<file path="src/rtl/phk_pkg.sv">
// Shared constants, CORDIC angle table and saturation helpers for the kinematics block.
`default_nettype none

package phk_pkg;

	localparam int TRIG_BITS_DEF = 16;
	localparam int CORDIC_STEPS  = 30;
	localparam int CORDIC_FRAC   = 30;
	localparam int CORDIC_XW     = 33;
	localparam int CORDIC_ZW     = 34;
	localparam logic signed [CORDIC_XW-1:0] CORDIC_GAIN = 33'sd652032874;
	// Front pipeline: fold register, one register per rotation, rounding register
	localparam int FRONT_LAT     = CORDIC_STEPS + 2;
	localparam int QUEUE_DEPTH   = 4;

	localparam int SPEED_W = 19;
	localparam int ANGLE_W = 16;
	localparam int RATE_W  = 24;
	localparam int VEL_W   = 20;
	localparam int ACC_W   = 32;
	localparam int ACC_SH  = 16;

	localparam logic signed [31:0] VEL_MAX = 32'sd524287;
	localparam logic signed [31:0] VEL_MIN = -32'sd524288;
	localparam logic signed [63:0] ACC_MAX = 64'sd2147483647;
	localparam logic signed [63:0] ACC_MIN = -64'sd2147483648;

	// Arctangent of 2^-i in units of 2^32 per turn
	function automatic logic [31:0] atan_phase(input int i);
		logic [31:0] v;
		case (i)
			0: v = 32'd536870912;
			1: v = 32'd316933406;
			2: v = 32'd167458907;
			3: v = 32'd85004756;
			4: v = 32'd42667331;
			5: v = 32'd21354465;
			6: v = 32'd10679838;
			7: v = 32'd5340245;
			8: v = 32'd2670163;
			9: v = 32'd1335087;
			10: v = 32'd667544;
			11: v = 32'd333772;
			12: v = 32'd166886;
			13: v = 32'd83443;
			14: v = 32'd41722;
			15: v = 32'd20861;
			16: v = 32'd10430;
			17: v = 32'd5215;
			18: v = 32'd2608;
			19: v = 32'd1304;
			20: v = 32'd652;
			21: v = 32'd326;
			22: v = 32'd163;
			23: v = 32'd81;
			24: v = 32'd41;
			25: v = 32'd20;
			26: v = 32'd10;
			27: v = 32'd5;
			28: v = 32'd3;
			29: v = 32'd1;
			default: v = '0;
		endcase
		return v;
	endfunction

	// Clamp a velocity to the 20-bit field
	function automatic logic [VEL_W-1:0] sat_vel(input logic signed [31:0] v);
		logic [VEL_W-1:0] r;
		if (v > VEL_MAX) begin
			r = VEL_MAX[VEL_W-1:0];
		end else if (v < VEL_MIN) begin
			r = VEL_MIN[VEL_W-1:0];
		end else begin
			r = v[VEL_W-1:0];
		end
		return r;
	endfunction

	// Clamp an acceleration to 32 bits; top bit of the result flags a clamp
	function automatic logic [ACC_W:0] sat_acc(input logic signed [63:0] v);
		logic [ACC_W:0] r;
		if (v > ACC_MAX) begin
			r = {1'b1, ACC_MAX[ACC_W-1:0]};
		end else if (v < ACC_MIN) begin
			r = {1'b1, ACC_MIN[ACC_W-1:0]};
		end else begin
			r = {1'b0, v[ACC_W-1:0]};
		end
		return r;
	endfunction

endpackage

`default_nettype wire

</file>
<file path="src/rtl/phk_queue.sv">
// Short FIFO between the trig front end and the multiply back end.
`default_nettype none

module phk_queue #(
	parameter int DW    = 8,
	parameter int DEPTH = phk_pkg::QUEUE_DEPTH
) (
	input  wire logic          clk,
	input  wire logic          arst_n,
	input  wire logic          push,
	input  wire logic [DW-1:0] wdata,
	input  wire logic          pop,
	output logic [DW-1:0]      rdata,
	output logic               full,
	output logic               empty
);

	localparam int AW = (DEPTH > 1) ? $clog2(DEPTH) : 1;
	localparam int CW = $clog2(DEPTH + 1);

	logic [DW-1:0] mem_q [0:DEPTH-1];
	logic [AW-1:0] wr_ptr_q;
	logic [AW-1:0] rd_ptr_q;
	logic [CW-1:0] cnt_q;

	assign full  = (cnt_q == CW'(DEPTH));
	assign empty = (cnt_q == '0);
	assign rdata = mem_q[rd_ptr_q];

	always_ff @(posedge clk) begin
		if (push) begin
			mem_q[wr_ptr_q] <= wdata;
		end
	end

	// Advance pointers and occupancy
	always_ff @(posedge clk or negedge arst_n) begin
		if (!arst_n) begin
			wr_ptr_q <= '0;
			rd_ptr_q <= '0;
			cnt_q    <= '0;
		end else begin
			if (push) begin
				wr_ptr_q <= (wr_ptr_q == AW'(DEPTH - 1)) ? '0 : wr_ptr_q + 1'b1;
			end
			if (pop) begin
				rd_ptr_q <= (rd_ptr_q == AW'(DEPTH - 1)) ? '0 : rd_ptr_q + 1'b1;
			end
			if (push && !pop) begin
				cnt_q <= cnt_q + 1'b1;
			end else if (pop && !push) begin
				cnt_q <= cnt_q - 1'b1;
			end
		end
	end

endmodule

`default_nettype wire

</file>
<file path="config.mk">
export PLATFORM = sky130hd
export DESIGN_NAME = phk_queue
export DESIGN_NICKNAME = d
export VERILOG_FILES = /design/src/rtl/phk_pkg.sv /design/src/rtl/phk_queue.sv
export SDC_FILE = /design/constraint.sdc
export NUM_CORES = 1
export LEC_CHECK = 0
export BUFFER_PORTS_ARGS = -buffer_cell sky130_fd_sc_hd__buf_2
export CAP_MARGIN = 20
export CORE_AREA = 2 2 56 80
export DETAILED_ROUTE_END_ITERATION = 8
export DIE_AREA = 0 0 58 82
export PLACE_DENSITY = 0.67
export SLEW_MARGIN = 40
export SYNTH_ARGS = -nofsm -noshare
export SYNTH_HDL_FRONTEND = slang
export SYNTH_SLANG_ARGS = --single-unit
</file>
<file path="constraint.sdc">
create_clock -name clk -period 1.6 [get_ports clk]
set_input_delay 0.08 -clock clk [delete_from_list [all_inputs] [get_ports clk]]
set_output_delay 0.08 -clock clk [all_outputs]
set_load 0.03 [all_outputs]
</file>
==> results of run 1 <==
-- worst max-delay path, stage by stage (launching register included) --
cell	delay, ns
sky130_fd_sc_hd__dfrtp_1	0.40
sky130_fd_sc_hd__buf_12	0.14
sky130_fd_sc_hd__mux4_2	0.52
sky130_fd_sc_hd__buf_6	0.16
-- state kept, by name, indices dropped and copies added, names as in the netlist --
signal / cells
rd_ptr_q: 2
wr_ptr_q: 2
cnt_q: 3
mem_q: 32
-- placed cells by master, fill, tap and decap left out --
master                          instances
sky130_fd_sc_hd__inv_1                  5
sky130_fd_sc_hd__buf_2                 13
sky130_fd_sc_hd__ha_1                   6
sky130_fd_sc_hd__clkinv_2               1
sky130_fd_sc_hd__clkinvlp_4             1
sky130_fd_sc_hd__nor2_1                 2
sky130_fd_sc_hd__xnor2_1                1
sky130_fd_sc_hd__nor3b_1                1
sky130_fd_sc_hd__xor2_1                 2
sky130_fd_sc_hd__buf_6                  9
sky130_fd_sc_hd__dlygate4sd3_1          3
sky130_fd_sc_hd__nand3_1                1
sky130_fd_sc_hd__clkbuf_8               5
sky130_fd_sc_hd__clkbuf_1               1
sky130_fd_sc_hd__nand2_1                1
sky130_fd_sc_hd__mux4_2                 8
sky130_fd_sc_hd__fa_1                   1
sky130_fd_sc_hd__mux2_2                 3
sky130_fd_sc_hd__edfxtp_1              32
sky130_fd_sc_hd__nor3_1                 1
sky130_fd_sc_hd__dfrtp_1                7
sky130_fd_sc_hd__buf_12                 1
sky130_fd_sc_hd__o21ai_0                2
sky130_fd_sc_hd__buf_4                  1
sky130_fd_sc_hd__and2_1                 4
-- path summary, 6_finish.rpt --
path,from,to,slack [ns],cells after the start
min reg2reg,cnt_q[2]$_DFFE_PN0P_,cnt_q[2]$_DFFE_PN0P_,0.51,1
max reg2reg,cnt_q[0]$_DFFE_PN0P_,cnt_q[2]$_DFFE_PN0P_,0.18,4
min,wdata[5],mem_q[1][5]$_DFFE_PP_,0.01,1
max in group asynchronous,arst_n,rd_ptr_q[0]$_DFFE_PN0P_,1.28,2
max,rd_ptr_q[0]$_DFFE_PN0P_,rdata[2],0.01,3
min in group asynchronous,arst_n,cnt_q[0]$_DFFE_PN0P_,0.17,2
-- report_power, final --
group	total (mW)	internal [mW]	switching (mW)	leakage [nW]
combinational	1.41	0.700	0.712	0.305
sequential	1.49	1.34	0.158	0.377
clock	0.628	0.304	0.324	0.0412
-- kinds of logic after synthesis --
kind of cell               count (synthesis)  share of synthesized area
DFF                                       39                      0.724
and+or+nand+nor                           10                     0.0343
muxes                                     11                      0.136
adders and majority gates                  7                     0.0606
AOI/OAI and AO/OA                          2                    0.00637
xor gates and xnor gates                   3                     0.0167
buffers and inverters                      7                     0.0223
-- per-stage QoR --
step / setup WS, ns / power (mW) / cell area (µm²) / cells
6_report: 0.00954 / 3.53 / 1920 / 157
5_1_grt: -0.0355 / 3.71 / 1920 / 157
4_1_cts: -0.00607 / 3.53 / 1900 / 156
3_5_place_dp: 0.173 / 2.74 / 1740 / 145
3_3_place_gp: 0.261 / 2.67 / 1740 / 145
2_1_floorplan: 0.305 / 2.37 / 1570 / 79
-- per-layer routing --
| layer | global-route usage | up-vias | share of wire |
|---|---|---|---|
| met4 | 0.0767 | 0 | 0.026 |
| met2 | 0.214 | 14 | 0.58 |
| met1 | 0.118 | 392 | 0.36 |
| li1 | - | 363 | - |
| met3 | 0.0378 | 7 | 0.038 |
| met5 | 0 | - | 0 |
-- layout make-up --
type,instances,area [µm²],share of cell area
flip-flops and latches,39,1140,0.592
inverters,5,18.8,0.00978
clock inverters,2,12.5,0.00652
multi-input cells,33,399,0.208
well taps,45,56.3,0.0293
repair buffers,27,224,0.117
clock buffers,6,72.6,0.0378
-- timing repair --
item | 4_1_cts | 5_1_grt
endpoints found under the setup margin | 6 | 8
gates resized for setup | 13 | 6
hold buffers | 2 | 1
hold endpoints to repair | 11 | 3
buffers inserted | 1 | 0
==> impl_table.tex, run 1 <==
\begin{tabular}{lr}
\hline
Metric & Value \\
\hline
\multicolumn{2}{l}{\textbf{Floorplan}} \\
\quad Placeable Area & 4060 µm² \\
\quad Rows & 28 \\
\quad Die span in y & 82 µm \\
\quad Overall die area & between 4000 and 5000 µm² \\
\quad Die width & between 50 and 60 µm \\
\quad Initial core utilization & 0.386 \\
\quad Number of top-level pins & 22 \\
\multicolumn{2}{l}{\textbf{Synth}} \\
\quad Yosys warnings & 0 \\
\quad Most frequent cells after synthesis & sky130\_fd\_sc\_hd\_\_edfxtp\_1, sky130\_fd\_sc\_hd\_\_mux4\_2, sky130\_fd\_sc\_hd\_\_dfrtp\_1 \\
\quad Number of distinct standard cells referenced by the synthesized netlist & 18 \\
\quad Most frequent cell after synthesis & sky130\_fd\_sc\_hd\_\_edfxtp\_1 \\
\quad Leading area contributor after synthesis & sky130\_fd\_sc\_hd\_\_edfxtp\_1 \\
\quad Number of standard cells after synthesis & 79 \\
\quad Syn avg cell area & between 15 and 20 µm² \\
\quad Syn nets & 98 \\
\quad Synth Register Bits & 39 \\
\quad Async SR Flop Fraction & 0.179 \\
\quad Number of enable-type register cells in the synthesized netlist & 32 \\
\quad Area of the mapped netlist & 1570 µm² \\
\quad Fraction of synthesized cell area taken by the top area cell type & 0.612 \\
\quad Most used flip-flop cell after synthesis & sky130\_fd\_sc\_hd\_\_edfxtp\_1 \\
\quad Seq/Total Area, Yosys & 0.724 \\
\quad Top post-synthesis cells by area & sky130\_fd\_sc\_hd\_\_edfxtp\_1, sky130\_fd\_sc\_hd\_\_mux4\_2, sky130\_fd\_sc\_hd\_\_dfrtp\_1, sky130\_fd\_sc\_hd\_\_ha\_1, sky130\_fd\_sc\_hd\_\_mux2\_2 \\
\multicolumn{2}{l}{\textbf{Hold path}} \\
\quad Hold Crit Class & in -> reg \\
\multicolumn{2}{l}{\textbf{Clock tree}} \\
\quad Clock Root Buffer & sky130\_fd\_sc\_hd\_\_clkbuf\_8 \\
\quad Insertion delay of the later-clocked pin in the worst-skew pair & slightly below 0.3 ns \\
\quad Maximum level of the CTS H-tree & 2 \\
\quad Clock input transition at the sequential cells of the worst setup and hold paths & approximately 0.07 ns \\
\quad TritonCTS Sinks & 39 \\
\quad CTS tree & yes \\
\quad Bufs on Longest Clock Path & 2 \\
\quad Clock buffers created by TritonCTS & 5 \\
\multicolumn{2}{l}{\textbf{Global route}} \\
\quad Initial antenna violation count & 0 \\
\quad Remaining global-route overflow & 0 \\
\quad GRT Util Overall & 0.120 \\
\quad Largest net degree at the start of global routing & 13 \\
\quad First-pass GRT wire length & $\sim$4 mm \\
\quad Number of global-route vias before repair & 813 \\
\multicolumn{2}{l}{\textbf{STA}} \\
\quad Clock tree skew after final layout & between 0.002 and 0.003 ns \\
\quad Share of the clock period used by the worst path after layout & 0.994 \\
\quad Slew margin rel. & 0.698 \\
\quad Number of setup violations in the final report & 0 \\
\quad Unrepaired setup endpoints after global routing & true \\
\quad Final Hold Fails & 0 \\
\quad Pin slew with the least headroom to its limit & $\sim$0.45 ns \\
\quad Fin crit period & around 1.6 ns \\
\quad Minimum hold slack & $\sim$0.011 ns \\
\quad Accumulated negative setup slack & 0 ns \\
\quad Pins Over Slew Limit & 0 \\
\quad Maximum clock rate & 0.629 GHz \\
\multicolumn{2}{l}{\textbf{Setup path}} \\
\quad Category of the worst setup path capture point & primary output \\
\quad Highest fanout seen on the critical path & 5 \\
\quad Worst Path Class, Setup & reg -> out \\
\quad CP Data Arrival Time & around 1.5 ns \\
\quad Required time of the critical path & 1.52 ns \\
\quad Crit start category & flip-flop \\
\multicolumn{2}{l}{\textbf{Final layout}} \\
\quad Number of inserted diodes & 0 \\
\quad Area Growth Syn to Fin & 22.2\% \\
\quad Ratio of cells with drive above 1 in the final layout & 0.375 \\
\quad Post-layout util & 0.472 \\
\quad Number of nets in the layout & 130 \\
\quad Fillers & 350 \\
\multicolumn{2}{l}{\textbf{Placed design}} \\
\quad Buffers on Ports & 21 \\
\quad Detailed placement HPWL & about 1.8 mm \\
\quad Final estimated routing congestion in global placement & around 0.73 \\
\multicolumn{2}{l}{\textbf{Power and ir drop}} \\
\quad Power per cell area & about 1800 nW/µm² \\
\quad Leakage power & a little over 0.7 nW \\
\quad Maximum ir drop on the vdd rail & 1.03 mV \\
\multicolumn{2}{l}{\textbf{Detailed routing}} \\
\quad Aggregate routed wire length & about 2.5 mm \\
\quad Via count of the routed design & $\sim$780 \\
\quad Number of antenna-violating nets in the routed design & 0 \\
\quad 1st-iter DRT viols & 29 \\
\quad Per-cell routed wire length & between 15 and 20 µm \\
\quad Post-route DRC & 0 \\
\quad 1st-pass router iterations & 4 \\
\quad Vias per inst & 4.94 \\
\multicolumn{2}{l}{\textbf{Status}} \\
\quad Outcome & finished clean \\
\multicolumn{2}{l}{\textbf{Run}} \\
\quad Max-capacitance violation count & 0 \\
\hline
\end{tabular}
Note: power is estimated with default switching activity, not from simulation.
==> run 2: changes to the inputs <==
==> constraint.sdc (replaced) <==
create_clock -name clk -period 2 [get_ports clk]
set_input_delay 0.1 -clock clk [delete_from_list [all_inputs] [get_ports clk]]
set_output_delay 0.1 -clock clk [all_outputs]
set_load 0.03 [all_outputs]
==> run 2 against run 1 <==
Compared with the run above: die area stayed put; core utilization shrank 2.0 points; critical path depth down 1; clock-buffer cell count did not move; combinational power shrank 41%; via count down 2.6%; hold slack improved by 0.015 ns; clock skew up 0.0025 ns; non-clock buffer count down 5; first-iteration DRC count decreased by 72%; critical path type unchanged; highest routed layer unchanged.
==> impl_table.tex, run 2 (synthesis results as in run 1) <==
\begin{tabular}{lr}
\hline
Metric & Value \\
\hline
\multicolumn{2}{l}{\textbf{Clock tree}} \\
\quad Insertion delay of the later-clocked pin in the worst-skew pair & 0.29 ns \\
\quad CTS tree & yes \\
\quad Clock input transition at the sequential cells of the worst setup and hold paths & around 0.070 ns \\
\quad Postcts setup bufs & 0 \\
\quad Clock Root Buffer & sky130\_fd\_sc\_hd\_\_clkbuf\_8 \\
\quad Maximum level of the CTS H-tree & 2 \\
\quad Bufs on Longest Clock Path & 2 \\
\quad TritonCTS Sinks & 39 \\
\quad Clock buffers created by TritonCTS & 5 \\
\multicolumn{2}{l}{\textbf{Floorplan}} \\
\quad Overall die area & approximately 4800 µm² \\
\quad Die span in y & 82 µm \\
\quad Rows & 28 \\
\quad Die width & 58 µm \\
\quad Number of top-level pins & 22 \\
\quad Placeable Area & between 4000 and 5000 µm² \\
\quad Initial core utilization & 0.386 \\
\multicolumn{2}{l}{\textbf{Setup path}} \\
\quad Highest fanout seen on the critical path & 11 \\
\quad Crit start category & flip-flop \\
\quad Required time of the critical path & between 1.5 and 2 ns \\
\quad Critical path, cell by cell & mux4\_2, buf\_2 \\
\quad Delay-heaviest family, CP & flip-flops \\
\quad CP Data Arrival Time & between 1.5 and 2 ns \\
\quad Cell type of the slowest stage on the worst timing path & sky130\_fd\_sc\_hd\_\_dfrtp\_2 \\
\quad Worst Path Class, Setup & reg -> out \\
\quad Category of the worst setup path capture point & primary output \\
\quad Sum of buffers and inverters on the critical path & 1 \\
\quad Worst path max stage delay & approximately 0.57 ns \\
\multicolumn{2}{l}{\textbf{STA}} \\
\quad Clock tree skew after final layout & slightly above 0.005 ns \\
\quad Maximum clock rate & $\sim$0.6 GHz \\
\quad Pin slew with the least headroom to its limit & around 0.44 ns \\
\quad Final Hold Fails & 0 \\
\quad Fin crit period & around 1.7 ns \\
\quad Minimum hold slack & roughly 0.026 ns \\
\quad Share of the clock period used by the worst path after layout & 0.852 \\
\quad Pins Over Slew Limit & 0 \\
\quad Number of setup violations in the final report & 0 \\
\quad Accumulated negative setup slack & 0 ns \\
\quad Slew margin rel. & 0.710 \\
\quad Unrepaired setup endpoints after global routing & false \\
\multicolumn{2}{l}{\textbf{Global route}} \\
\quad First-pass GRT wire length & roughly 3.9 mm \\
\quad GRT Util Overall & 0.119 \\
\quad Remaining global-route overflow & 0 \\
\quad Number of global-route vias before repair & around 820 \\
\quad Initial antenna violation count & 0 \\
\quad Largest net degree at the start of global routing & 14 \\
\multicolumn{2}{l}{\textbf{Placed design}} \\
\quad Detailed placement HPWL & 1.72 mm \\
\quad Buffers on Ports & 21 \\
\quad Final estimated routing congestion in global placement & between 0.6 and 0.7 \\
\quad Post-DP Area & approximately 1700 µm² \\
\multicolumn{2}{l}{\textbf{Status}} \\
\quad Outcome & finished clean \\
\multicolumn{2}{l}{\textbf{Final layout}} \\
\quad Most frequent cells in the layout & sky130\_fd\_sc\_hd\_\_edfxtp\_1, sky130\_fd\_sc\_hd\_\_buf\_2, sky130\_fd\_sc\_hd\_\_mux4\_2, sky130\_fd\_sc\_hd\_\_ha\_1, sky130\_fd\_sc\_hd\_\_dfrtp\_1 \\
\quad Area Growth Syn to Fin & 17.0\% \\
\quad Flip-flop count of the largest register, all copies and words added & 32 \\
\quad Leading cell type in the layout, fill and taps excluded & sky130\_fd\_sc\_hd\_\_edfxtp\_1 \\
\quad Number of inserted diodes & 0 \\
\quad Number of nets in the layout & 125 \\
\quad Ratio of cells with drive above 1 in the final layout & 0.374 \\
\quad Non-Filler Cell Area, Final & 1840 µm² \\
\quad Registers with the most flip-flops & mem\_q (32), cnt\_q (3) \\
\quad Register with the most flip-flops & mem\_q \\
\multicolumn{2}{l}{\textbf{Power and ir drop}} \\
\quad Maximum ir drop on the vdd rail & between 0.6 and 0.7 mV \\
\quad Switching power summed over all nets & roughly 900 µW \\
\quad Register share of total power & 0.458 \\
\quad Leakage power & between 0.6 and 0.7 nW \\
\quad Switching Fraction & 0.333 \\
\quad Power per cell area & 1470 nW/µm² \\
\quad Clock group share of total power & 0.233 \\
\quad Cell internal power dissipation & between 1.5 and 2 mW \\
\quad Portion of total power attributed to combinational logic & 0.309 \\
\multicolumn{2}{l}{\textbf{Detailed routing}} \\
\quad 1st-pass router iterations & 6 \\
\quad Aggregate routed wire length & about 2.4 mm \\
\quad Post-route DRC & 0 \\
\quad Number of antenna-violating nets in the routed design & 0 \\
\quad Vias per inst & about 5.0 \\
\quad Via count of the routed design & $\sim$760 \\
\quad Per-cell routed wire length & about 16 µm \\
\quad 1st-iter DRT viols & 8 \\
\multicolumn{2}{l}{\textbf{Hold path}} \\
\quad Hold Crit Class & in -> reg \\
\multicolumn{2}{l}{\textbf{Run}} \\
\quad Max-capacitance violation count & 0 \\
\hline
\end{tabular}
==> run 2: metal layers <==
layer,vias to the layer above,global-route usage,share of wire
met2,14,0.209,0.56
met4,0,0.0628,0.025
li1,351,-,-
met1,385,0.124,0.38
met3,6,0.0394,0.040
met5,-,0,0
==> run 2: power groups by stage <==
stage | combinational (mW) | sequential (mW) | clock (mW)
after global placement | 0.823 | 1.25 | 0
after CTS | 0.858 | 1.25 | 0.648
after detailed placement | 0.853 | 1.26 | 0
after floorplan | 0.746 | 1.15 | 0
after global routing | 0.919 | 1.27 | 0.677
final | 0.836 | 1.24 | 0.630
==> run 2: through the flow <==
step	cells	util	total power [mW]	worst slack (ns)
finish	152	0.452	2.71	0.296
global placement	143	0.422	2.07	0.380
floorplan	79	-	1.90	0.705
CTS	152	0.452	2.75	0.0479
global route	152	0.452	2.87	0.201
detailed placement	143	0.422	2.12	0.373
==> run 2: what timing repair did <==
action,in CTS,in global routing
setup endpoints to repair,0,8
resized for setup,0,1
hold buffers,1,0
hold endpoints to repair,7,0
==> run 2: layout make-up <==
class / count / area [µm²]
fill: 369 / 2230
sequential: 39 / 1140
multi-input combinational: 33 / 399
timing repair buffer: 22 / 115
clock buffer: 6 / 72.6
tap: 45 / 56.3
clock inverter: 2 / 37.5
inverter: 5 / 18.8
==> run 2: worst register-to-register path: cells and delay by family (launching register included) <==
family                   cells  cell delay, ns
flip-flops                   1            0.40
AND/OR/NAND/NOR              1            0.37
adder cells (fa/ha/maj)      1            0.16
buffers and inverters        1            0.13
==> run 2: worst paths after layout <==
kind                                          from                       to  slack, ns  cells after the start
setup / recovery           rd_ptr_q[0]$_DFFE_PN0P_                 rdata[0]       0.30                      2
hold / removal                            wdata[3]    mem_q[2][3]$_DFFE_PP_       0.03                      1
setup reg to reg           wr_ptr_q[0]$_DFFE_PN0P_    mem_q[2][1]$_DFFE_PP_       0.60                      3
hold reg to reg               cnt_q[2]$_DFFE_PN0P_     cnt_q[2]$_DFFE_PN0P_       0.50                      1
max in group asynchronous                   arst_n  rd_ptr_q[0]$_DFFE_PN0P_       1.64                      2
min in group asynchronous                   arst_n  wr_ptr_q[0]$_DFFE_PN0P_       0.18                      2
